--- config.mk ---
export PLATFORM = sky130hd
export DESIGN_NAME = timestamp_ordered_event_queue_top
export DESIGN_NICKNAME = d
export VERILOG_FILES = /design/src/hdl/toq_pkg.sv /design/src/hdl/timestamp_ordered_event_queue_top.sv /design/src/hdl/toq_cell.sv
export SDC_FILE = /design/constraint.sdc
export NUM_CORES = 2
export LEC_CHECK = 0
export BUFFER_PORTS_ARGS = -buffer_cell sky130_fd_sc_hd__buf_4
export CAP_MARGIN = 20
export CORE_ASPECT_RATIO = 1.4
export CORE_MARGIN = 4
export CORE_UTILIZATION = 53
export CTS_BUF_LIST = sky130_fd_sc_hd__clkbuf_4 sky130_fd_sc_hd__clkbuf_8 sky130_fd_sc_hd__clkbuf_16
export DETAILED_ROUTE_END_ITERATION = 6
export PLACE_DENSITY = 0.76
export SLEW_MARGIN = 20
export SYNTH_ARGS = -nofsm -noshare
export SYNTH_HDL_FRONTEND = slang
export SYNTH_HIERARCHICAL = 1
export SYNTH_SLANG_ARGS = --single-unit
--- constraint.sdc ---
create_clock -name clk -period 8.35 [get_ports clk]
set_clock_uncertainty 0.1 [all_clocks]
set_input_delay 0.835 -clock clk [delete_from_list [all_inputs] [get_ports clk]]
set_output_delay 0.835 -clock clk [all_outputs]
set_load 0.01 [all_outputs]
--- src/hdl/toq_pkg.sv ---
// shared types and codes for the timestamp ordered event queue
package toq_pkg;

  localparam int QUEUE_DEPTH_DEF = 16;
  localparam int TIME_BITS_DEF   = 32;

  localparam logic [1:0] FUNC_INSERT = 2'd0;
  localparam logic [1:0] FUNC_POP    = 2'd1;
  localparam logic [1:0] FUNC_REMOVE = 2'd2;

  localparam logic [1:0] STATUS_OK       = 2'd0;
  localparam logic [1:0] STATUS_FULL     = 2'd1;
  localparam logic [1:0] STATUS_EMPTY    = 2'd2;
  localparam logic [1:0] STATUS_NOTFOUND = 2'd3;

  typedef struct packed {
    logic [1:0]  func;
    logic [31:0] time_stamp;
    logic [7:0]  event_tag;
    logic [7:0]  proc_id;
    logic [2:0]  transition;
  } ev_item_t;

  typedef struct packed {
    logic [1:0]  status;
    logic [31:0] out_time;
    logic [7:0]  out_tag;
    logic [7:0]  out_proc;
    logic [2:0]  out_transition;
    logic        head_valid;
    logic [31:0] head_time;
    logic [4:0]  occupancy;
  } res_item_t;

  // per-entry payload carried beside the timestamp
  typedef struct packed {
    logic [7:0] tag;
    logic [7:0] proc_id;
    logic [2:0] transition;
  } meta_t;

  typedef enum logic [2:0] {
    CELL_HOLD,
    CELL_INSERT,
    CELL_POP,
    CELL_MARK,
    CELL_SWAP_EVEN,
    CELL_SWAP_ODD
  } cell_op_t;

  typedef struct packed {
    cell_op_t op;
    meta_t    meta;
  } cell_cmd_t;

endpackage

--- src/hdl/timestamp_ordered_event_queue_top.sv ---
// top level of the timestamp ordered event queue: cell chain and sequencer
//
//  channel | signals                 | beat carries
//  --------+-------------------------+-------------------------------
//  ev      | ev_valid, ev_ready, ev  | one operation (insert/pop/remove)
//  res     | res_valid, res_ready, res | status, popped event, head, count
//
// insert, pop and unused codes are answered from the idle state: one beat per clock while res drains.
// remove runs as a tag mark, QUEUE_DEPTH odd-even compaction
// phases across the cell chain, then a load of the result register.
// reset clears the entry count, the sequencer and the result valid flag; no clearing pass.
// a stalled res holds the finished result, blocks the next ev beat and holds a finished remove in its done state.
module timestamp_ordered_event_queue_top #(
  parameter int QUEUE_DEPTH = toq_pkg::QUEUE_DEPTH_DEF,
  parameter int TIME_BITS   = toq_pkg::TIME_BITS_DEF
) (
  input  logic                clk,
  input  logic                rst,
  input  logic                ev_valid,
  output logic                ev_ready,
  input  toq_pkg::ev_item_t   ev,
  output logic                res_valid,
  input  logic                res_ready,
  output toq_pkg::res_item_t  res
);

  localparam int CNT_W = $clog2(QUEUE_DEPTH + 1);
  localparam int PH_W  = $clog2(QUEUE_DEPTH);

  typedef enum logic [1:0] {
    ST_IDLE,
    ST_SORT,
    ST_DONE
  } state_t;

  state_t               state;
  logic [CNT_W-1:0]     count;
  logic [PH_W-1:0]      phase;
  logic [QUEUE_DEPTH-1:0] match_sr;
  logic                 found;

  logic [TIME_BITS-1:0] slot_time [QUEUE_DEPTH];
  toq_pkg::meta_t       slot_meta [QUEUE_DEPTH];
  logic [QUEUE_DEPTH-1:0] hole;
  logic [QUEUE_DEPTH-1:0] later;
  logic [QUEUE_DEPTH-1:0] hit;
  logic [QUEUE_DEPTH-1:0] occ;
  logic [QUEUE_DEPTH-1:0] at_end;
  logic [QUEUE_DEPTH-1:0] match;

  toq_pkg::cell_cmd_t   cmd;
  logic [TIME_BITS-1:0] key_time;
  logic                 accept;
  logic                 full;
  logic                 empty;
  toq_pkg::res_item_t   res_now;
  toq_pkg::res_item_t   res_done;

  assign ev_ready = (state == ST_IDLE) && (!res_valid || res_ready);
  assign accept   = ev_valid && ev_ready;
  assign full     = (count == CNT_W'(QUEUE_DEPTH));
  assign empty    = (count == '0);
  assign key_time = TIME_BITS'(ev.time_stamp);
  assign match    = occ & hit;

  always_comb begin
    cmd.meta.tag        = ev.event_tag;
    cmd.meta.proc_id    = ev.proc_id;
    cmd.meta.transition = ev.transition;
    cmd.op              = toq_pkg::CELL_HOLD;
    if (state == ST_SORT) begin
      cmd.op = phase[0] ? toq_pkg::CELL_SWAP_ODD : toq_pkg::CELL_SWAP_EVEN;
    end else if (accept) begin
      case (ev.func)
        toq_pkg::FUNC_INSERT: cmd.op = full ? toq_pkg::CELL_HOLD : toq_pkg::CELL_INSERT;
        toq_pkg::FUNC_POP:    cmd.op = empty ? toq_pkg::CELL_HOLD : toq_pkg::CELL_POP;
        toq_pkg::FUNC_REMOVE: cmd.op = toq_pkg::CELL_MARK;
        default:              cmd.op = toq_pkg::CELL_HOLD;
      endcase
    end
  end

  for (genvar i = 0; i < QUEUE_DEPTH; i++) begin : g_cell
    logic [TIME_BITS-1:0] lt;
    toq_pkg::meta_t       lm;
    logic                 lh;
    logic                 lg;
    logic [TIME_BITS-1:0] rt;
    toq_pkg::meta_t       rm;
    logic                 rh;

    assign occ[i]    = (count > CNT_W'(i));
    assign at_end[i] = (count == CNT_W'(i));

    if (i > 0) begin : g_left
      assign lt = slot_time[i-1];
      assign lm = slot_meta[i-1];
      assign lh = hole[i-1];
      assign lg = later[i-1];
    end else begin : g_left_edge
      assign lt = '0;
      assign lm = '0;
      assign lh = 1'b0;
      assign lg = 1'b0;
    end

    if (i < QUEUE_DEPTH - 1) begin : g_right
      assign rt = slot_time[i+1];
      assign rm = slot_meta[i+1];
      assign rh = hole[i+1];
    end else begin : g_right_edge
      assign rt = '0;
      assign rm = '0;
      assign rh = 1'b1;
    end

    toq_cell #(
      .TIME_BITS(TIME_BITS),
      .DEPTH    (QUEUE_DEPTH),
      .INDEX    (i)
    ) u_cell (
      .clk       (clk),
      .cmd       (cmd),
      .key_time  (key_time),
      .occ       (occ[i]),
      .at_end    (at_end[i]),
      .left_time (lt),
      .left_meta (lm),
      .left_hole (lh),
      .left_later(lg),
      .right_time(rt),
      .right_meta(rm),
      .right_hole(rh),
      .slot_time (slot_time[i]),
      .slot_meta (slot_meta[i]),
      .hole      (hole[i]),
      .later     (later[i]),
      .hit       (hit[i])
    );
  end

  // result of an insert, pop or unused code, built from the chain before it updates
  always_comb begin
    res_now                = '0;
    res_now.status         = toq_pkg::STATUS_OK;
    res_now.head_valid     = !empty;
    res_now.head_time      = empty ? 32'd0 : 32'(slot_time[0]);
    res_now.occupancy      = 5'(count);
    case (ev.func)
      toq_pkg::FUNC_INSERT: begin
        if (full) begin
          res_now.status = toq_pkg::STATUS_FULL;
        end else begin
          res_now.head_valid = 1'b1;
          res_now.head_time  = (empty || later[0]) ? 32'(key_time) : 32'(slot_time[0]);
          res_now.occupancy  = 5'(count + CNT_W'(1));
        end
      end
      toq_pkg::FUNC_POP: begin
        if (empty) begin
          res_now.status = toq_pkg::STATUS_EMPTY;
        end else begin
          res_now.out_time       = 32'(slot_time[0]);
          res_now.out_tag        = slot_meta[0].tag;
          res_now.out_proc       = slot_meta[0].proc_id;
          res_now.out_transition = slot_meta[0].transition;
          res_now.head_valid     = (count > CNT_W'(1));
          res_now.head_time      = (count > CNT_W'(1)) ? 32'(slot_time[1]) : 32'd0;
          res_now.occupancy      = 5'(count - CNT_W'(1));
        end
      end
      default: begin
      end
    endcase
  end

  // result of a finished remove, taken from the compacted chain
  always_comb begin
    res_done            = '0;
    res_done.status     = found ? toq_pkg::STATUS_OK : toq_pkg::STATUS_NOTFOUND;
    res_done.head_valid = (count != '0);
    res_done.head_time  = (count != '0) ? 32'(slot_time[0]) : 32'd0;
    res_done.occupancy  = 5'(count);
  end

  always_ff @(posedge clk) begin
    if (rst) begin
      state     <= ST_IDLE;
      count     <= '0;
      phase     <= '0;
      found     <= 1'b0;
      res_valid <= 1'b0;
    end else begin
      case (state)
        ST_IDLE: begin
          if (accept && ev.func != toq_pkg::FUNC_REMOVE) begin
            res       <= res_now;
            res_valid <= 1'b1;
            if (ev.func == toq_pkg::FUNC_INSERT && !full) begin
              count <= count + CNT_W'(1);
            end else if (ev.func == toq_pkg::FUNC_POP && !empty) begin
              count <= count - CNT_W'(1);
            end
          end else begin
            if (res_ready) begin
              res_valid <= 1'b0;
            end
            if (accept) begin
              state    <= ST_SORT;
              phase    <= '0;
              match_sr <= match;
              found    <= |match;
            end
          end
        end
        ST_SORT: begin
          phase    <= phase + PH_W'(1);
          match_sr <= match_sr >> 1;
          if (match_sr[0]) begin
            count <= count - CNT_W'(1);
          end
          if (phase == PH_W'(QUEUE_DEPTH - 1)) begin
            state <= ST_DONE;
          end
        end
        ST_DONE: begin
          if (!res_valid || res_ready) begin
            res       <= res_done;
            res_valid <= 1'b1;
            state     <= ST_IDLE;
          end
        end
        default: begin
          state <= ST_IDLE;
        end
      endcase
    end
  end

endmodule

--- src/hdl/toq_cell.sv ---
// one slot of the sorted chain: holds an entry and trades with its neighbors
module toq_cell #(
  parameter int TIME_BITS = toq_pkg::TIME_BITS_DEF,
  parameter int DEPTH     = toq_pkg::QUEUE_DEPTH_DEF,
  parameter int INDEX     = 0
) (
  input  logic                  clk,
  input  toq_pkg::cell_cmd_t    cmd,
  input  logic [TIME_BITS-1:0]  key_time,
  input  logic                  occ,
  input  logic                  at_end,
  input  logic [TIME_BITS-1:0]  left_time,
  input  toq_pkg::meta_t        left_meta,
  input  logic                  left_hole,
  input  logic                  left_later,
  input  logic [TIME_BITS-1:0]  right_time,
  input  toq_pkg::meta_t        right_meta,
  input  logic                  right_hole,
  output logic [TIME_BITS-1:0]  slot_time,
  output toq_pkg::meta_t        slot_meta,
  output logic                  hole,
  output logic                  later,
  output logic                  hit
);

  localparam bit HAS_LEFT  = (INDEX > 0);
  localparam bit HAS_RIGHT = (INDEX < DEPTH - 1);
  localparam bit IS_EVEN   = ((INDEX % 2) == 0);

  logic [TIME_BITS-1:0] slot_time_next;
  toq_pkg::meta_t       slot_meta_next;
  logic                 hole_next;
  logic                 pair_left;

  assign later = occ && (slot_time > key_time);
  assign hit   = (slot_meta.tag == cmd.meta.tag);

  always_comb begin
    slot_time_next = slot_time;
    slot_meta_next = slot_meta;
    hole_next      = hole;
    pair_left      = ((cmd.op == toq_pkg::CELL_SWAP_EVEN) == IS_EVEN);
    case (cmd.op)
      toq_pkg::CELL_INSERT: begin
        if (HAS_LEFT && left_later) begin
          slot_time_next = left_time;
          slot_meta_next = left_meta;
        end else if (later || at_end) begin
          slot_time_next = key_time;
          slot_meta_next = cmd.meta;
        end
      end
      toq_pkg::CELL_POP: begin
        if (HAS_RIGHT) begin
          slot_time_next = right_time;
          slot_meta_next = right_meta;
        end
      end
      toq_pkg::CELL_MARK: begin
        hole_next = !occ || hit;
      end
      toq_pkg::CELL_SWAP_EVEN, toq_pkg::CELL_SWAP_ODD: begin
        // odd-even transposition: a hole trades places with a kept entry to its right
        if (pair_left) begin
          if (HAS_RIGHT && hole && !right_hole) begin
            slot_time_next = right_time;
            slot_meta_next = right_meta;
            hole_next      = 1'b0;
          end
        end else begin
          if (HAS_LEFT && left_hole && !hole) begin
            slot_time_next = left_time;
            slot_meta_next = left_meta;
            hole_next      = 1'b1;
          end
        end
      end
      default: begin
      end
    endcase
  end

  always_ff @(posedge clk) begin
    slot_time <= slot_time_next;
    slot_meta <= slot_meta_next;
    hole      <= hole_next;
  end

endmodule
# Yosys cells after proc, flatten, opt, wreduce, memory -nomap -nowiden
# Cells that the tools add are included.
[word_totals]
register_bits = 952
input_bits = 57
out_inout_bits = 93
word_cells = 659
[op_classes]
add_sub_neg = 3
n_lt_le_gt_ge = 32
eq_ne = 85
mux = 288
bitwise_logic = 3
reduce_logical = 154
[ops]
columns = ["op", "count"]
rows = [
  ["$mux W32", 80],
  ["$mux W19", 77],
  ["$pmux W32 S3", 15],
  ["$pmux W19 S3", 15],
  ["$gt A32 B32 Y1", 16],
  ["$mux W91", 2],
  ["$pmux W91 S2", 1],
  ["$eq A8 B8 Y1", 16],
  ["$mux W89", 1],
  ["$reduce_and A4 Y1", 20],
  ["$pmux W38 S2", 1],
  ["$ne A3 B1 Y1 const B", 23],
  ["$pmux W32 S2", 1],
  ["$reduce_and A3 Y1", 20],
  ["$mux W1", 52],
  ["$mux W51", 1],
  ["$eq A5 B4 Y1 const B", 8],
  ["$gt A5 B4 Y1 const B", 8],
  ["$mux W38", 1],
  ["$pmux W19 S2", 1],
  ["$logic_and A1 B1 Y1", 36],
  ["$logic_not A1 Y1", 34],
  ["$pmux W1 S2", 17],
  ["$logic_or A1 B1 Y1", 33],
  ["39 further kinds", 86],
]

# Depth between registers and ports, before layout
[logic_depth]
ltp_word = 10
mapped_depth = 16
ltp_nobuf = 13

# Modules after synthesis
# Netlist, hierarchy kept.
[modules_own_cells]
columns = ["module", "instances", "cells_per_inst", "area_each_um2", "seq_area_each_um2"]
rows = [
  ["toq_cell (g_cell[11].u_cell ...)", 5, 456, 4340.4, 1561.5],
  ["toq_cell (g_cell[10].u_cell ...)", 5, 330, 3463.3, 1561.5],
  ["timestamp_ordered_event_queue_top", 1, 508, 6123.4, 3473.3],
  ["toq_cell (g_cell[7].u_cell)", 1, 450, 4428.0, 1561.5],
  ["toq_cell (g_cell[9].u_cell)", 1, 446, 4301.6, 1561.5],
  ["toq_cell (g_cell[8].u_cell)", 1, 323, 3509.6, 1561.5],
  ["toq_cell (g_cell[6].u_cell)", 1, 331, 3499.6, 1561.5],
  ["toq_cell (g_cell[0].u_cell)", 1, 247, 3159.3, 1561.5],
  ["toq_cell (g_cell[15].u_cell)", 1, 242, 3134.3, 1561.5],
]

# Worst setup path before layout
# Ideal clock, no wire load.
[synth_path]
path_type = "in2reg"
startpoint = "in res_ready"
endpoint = "reg res[0] (netlist name), enable pin"
setup_time_ns = 0.652
arrival_ns = 7.518
required_ns = 7.598
setup_slack_ns = 0.080
path_stages = 5
path_buffers = 0
path_cell_list = "nand2b_1 -> nand3_1 -> a21oi_1 -> a21oi_1 -> nor3_1"
[synth_via]
elab_chain_cells = 6
word_cells_on_any_way = 7
classes_between = "2 x eq/ne; 5 x reduce/logical"
[synth_rtl]
columns = ["item", "line", "source"]
rows = [
  ["start: declaration", "timestamp_ordered_event_queue_top.sv:23", "input logic res_ready,"],
  ["$logic_or A1 B1 Y1 (*)", "timestamp_ordered_event_queue_top.sv:59, timestamp_ordered_event_queue_top.sv:227", ""],
  ["$logic_and A1 B1 Y1", "timestamp_ordered_event_queue_top.sv:59", "assign ev_ready = (state == ST_IDLE) && (!res_valid || res_ready);"],
  ["$logic_and A1 B1 Y1", "timestamp_ordered_event_queue_top.sv:60", "assign accept = ev_valid && ev_ready;"],
  ["$logic_and A1 B1 Y1", "timestamp_ordered_event_queue_top.sv:196", "if (accept && ev.func != toq_pkg::FUNC_REMOVE) begin"],
  ["$ne A2 B1 Y1 (no line)", "--", ""],
  ["$reduce_and A4 Y1 (no line) (*)", "--", ""],
  ["end signal: assignment", "timestamp_ordered_event_queue_top.sv:197", "res <= res_now;"],
  ["end signal: assignment", "timestamp_ordered_event_queue_top.sv:228", "res <= res_done;"],
  ["end: declaration", "timestamp_ordered_event_queue_top.sv:24", "output toq_pkg::res_item_t res"],
]
# Every way passes the cells marked *; elsewhere a longest branch is shown, timed or not.
# A chain may end at the register's enable or synchronous reset.

==> summary.md <==
| Metric | Value |
|---|---|
| R2r endpoint | g_cell[8].u_cell/slot_time[29] |
| Final TNS setup | 0 ps |
| Syn. warnings | 6 |
| Met1 Use GR | 0.3493 |
| Critical R2R Launch | count[1] |
| Hold Buf Count CTS | 0 |
| Detailed Routing Iterations Pass 1 | 7 |
| Met2 usage | 0.4935 |
| Post-route cell area | 73,300 sq um |
| Post-Route WL | 205,100 microns |
| Vias/cell | 6.783 |
| Post-CTS setup buffer count | 0 |
| Power consumption | 17.14 mW |
| Crit end category | register |
| Hold Crit Class | in2reg |
| Worst-Margin Slew | 1200 ps |
| Crit-path max FO | 51 |
| Leak | 30.62 nW |
| Pre-CTS setup slack | 2466 ps |
| Fill cells | 10,320 |
| Longest Clk Path Bufs | 3 |
| Final worst-path cycle share | 0.6980 |
| Vias in the first global route | 53,700 |
| Setup violators final | 0 |
| Port-buffer cells | 149 |
| Critical path class | reg2reg |
| Hold EP | count[3] |
| Syn avg cell area | 10.37 sq um |
| Initial Util | 0.5338 |
| Syn nets | 7,050 |
| Maximum clock rate | 171.6 MHz |
| Min-delay src | rst |
| FP Rows | 154 |
| Chip width | 308.9 microns |
| Final worst setup slack | 2522 ps |
| Maximum VDD drop | 0.1681 mV |
| Max cap viols | 0 |
| Die area | 132,600 sq um |
| Cells after Synth | 6,474 |
| Violated checks | design-rule violations |
| Netlist Area Pre-Place | 67,160 sq um |
| Hold Vio Cnt, Final | 0 |
| First-pass GRT wire length | 308,900 microns |
| CORE AREA | 125,800 sq um |
| R2R cell count | 13 |
| Clock Latency Late Sink | 730 ps |
| WP data required | 8840 ps |
| Initial antenna violation count | 2 |
| Most frequent cells in the layout | inv_1, edfxtp_1, ha_1, a222oi_1, a21oi_1 |
| Worst setup SP type | register |
| Clock transition at the registers of the reported paths | 70 ps |
| Sink Count | 952 |
| DR iter-0 viols | 8,805 |
| Largest net degree at the start of global routing | 202 |
| Vias | 55,390 |
| Cell Area, Placed | 69,890 sq um |
| Layout Nets | 7,025 |
| Final Util | 0.5826 |
| Slew margin rel. | 0.1954 |
| Layout cell share with drive strength beyond 1 | 0.1293 |
| Grt total ovfl | 0 |
| Tmin final | 5828 ps |
| Hold path depth | 2 |
| CTS tree | done |
| Number of gates resized after CTS | 0 |
| IO Pins | 150 |
| Detailed placer's ending HPWL | 151,700 microns |
| Post-detailed-route count of antenna-violating nets | 0 |
| RSZ-0062 raised after global routing | false |
| Drt drc | 177 |
| Most crowded layer after global routing | met2 |
| Met3 Usage GRT | 0.03705 |
| Die Height | 429.2 microns |
| Clock buffer count from CTS | 94 |
| PwrDens | 233.9 nW/um^2 |
| Placer Congestion | 0.9373 |
| Status | finished, violations left |
| Register-to-register setup slack | 2520 ps |
| Avg WL per Cell | 25.11 microns |
| Worst Path Arrival | 6320 ps |
| Total GRT Usage | 0.2965 |
| Commonest non-fill, non-tap cell in the layout | inv_1 |
| N_diodes | 0 |
| Clk root buf | clkbuf_16 |
| H-tree depth | 3 |
| Final Max Tran Viols | 0 |
| P&R area growth vs syn | 9.149% |
==> cell type report <==
class	instances	area, sq um	area share
clock inverters	68	835.8	0.01140
clock buffers	108	2475	0.03376
multi-input cells	4095	33450	0.4563
flip-flops and latches	952	28460	0.3882
well taps	1638	2049	0.02796
inverters	1033	3882	0.05296
repair buffers	273	2152	0.02936
==> routing by layer <==
| layer | part of all wire | vias to the layer above | wire (microns) |
|---|---|---|---|
| met5 | 0.000059 | - | 12 |
| met4 | 0.086 | 2 | 17590 |
| met3 | 0.086 | 670 | 17640 |
| met2 | 0.47 | 3254 | 97130 |
| met1 | 0.35 | 26680 | 72710 |
| li1 | - | 24790 | - |
==> critical path, stage by stage (launching register included) <==
cell and delay (ps):
dfxtp_1 610, inv_1 220, ha_1 290, nand3_4 190, inv_4 120, or3_1 530
a21oi_4 850, buf_4 670, nand2b_4 280, a21oi_4 60, buf_4 330, nor2_4 980
a222oi_1 250, inv_1 100
==> sequential cells by signal (all words and copies together), names as in the netlist <==
register and flops:
g_cell.u_cell/slot_time 512, g_cell.u_cell/slot_meta 304, res 91, g_cell.u_cell/hole 16
match_sr 16, count 5, phase 4, state 2
found 1, res_valid 1
==> where the power goes <==
part	leakage, nW	internal, mW	switching, mW
registers	8.94	6.43	0.838
logic	20.0	2.06	3.13
clock network	1.63	2.67	2.01
==> stage by stage <==
| stage | cells | hold WS [ps] |
|---|---|---|
| after global routing | 8167 | 304.7 |
| after floorplan | 6474 | 369.8 |
| after global placement | 7984 | 389.5 |
| after detailed placement | 7987 | 414.2 |
| after CTS | 8163 | 275.7 |
| final | 8167 | 295.9 |
==> worst max-delay path by stage <==
| stage | from | endpoint | cells after the start |
|---|---|---|---|
| after global placement | ev[50] | g_cell[7].u_cell/slot_time[28] | 13 |
| after floorplan | res_ready | res[0] | 5 |
| final | count[1] | g_cell[8].u_cell/slot_time[29] | 13 |
| after CTS | count[1] | g_cell[6].u_cell/slot_time[25] | 13 |
| after detailed placement | ev[50] | g_cell[13].u_cell/slot_time[29] | 15 |
| after global routing | count[1] | g_cell[8].u_cell/slot_time[24] | 13 |
(Power assumes the default switching activity.)
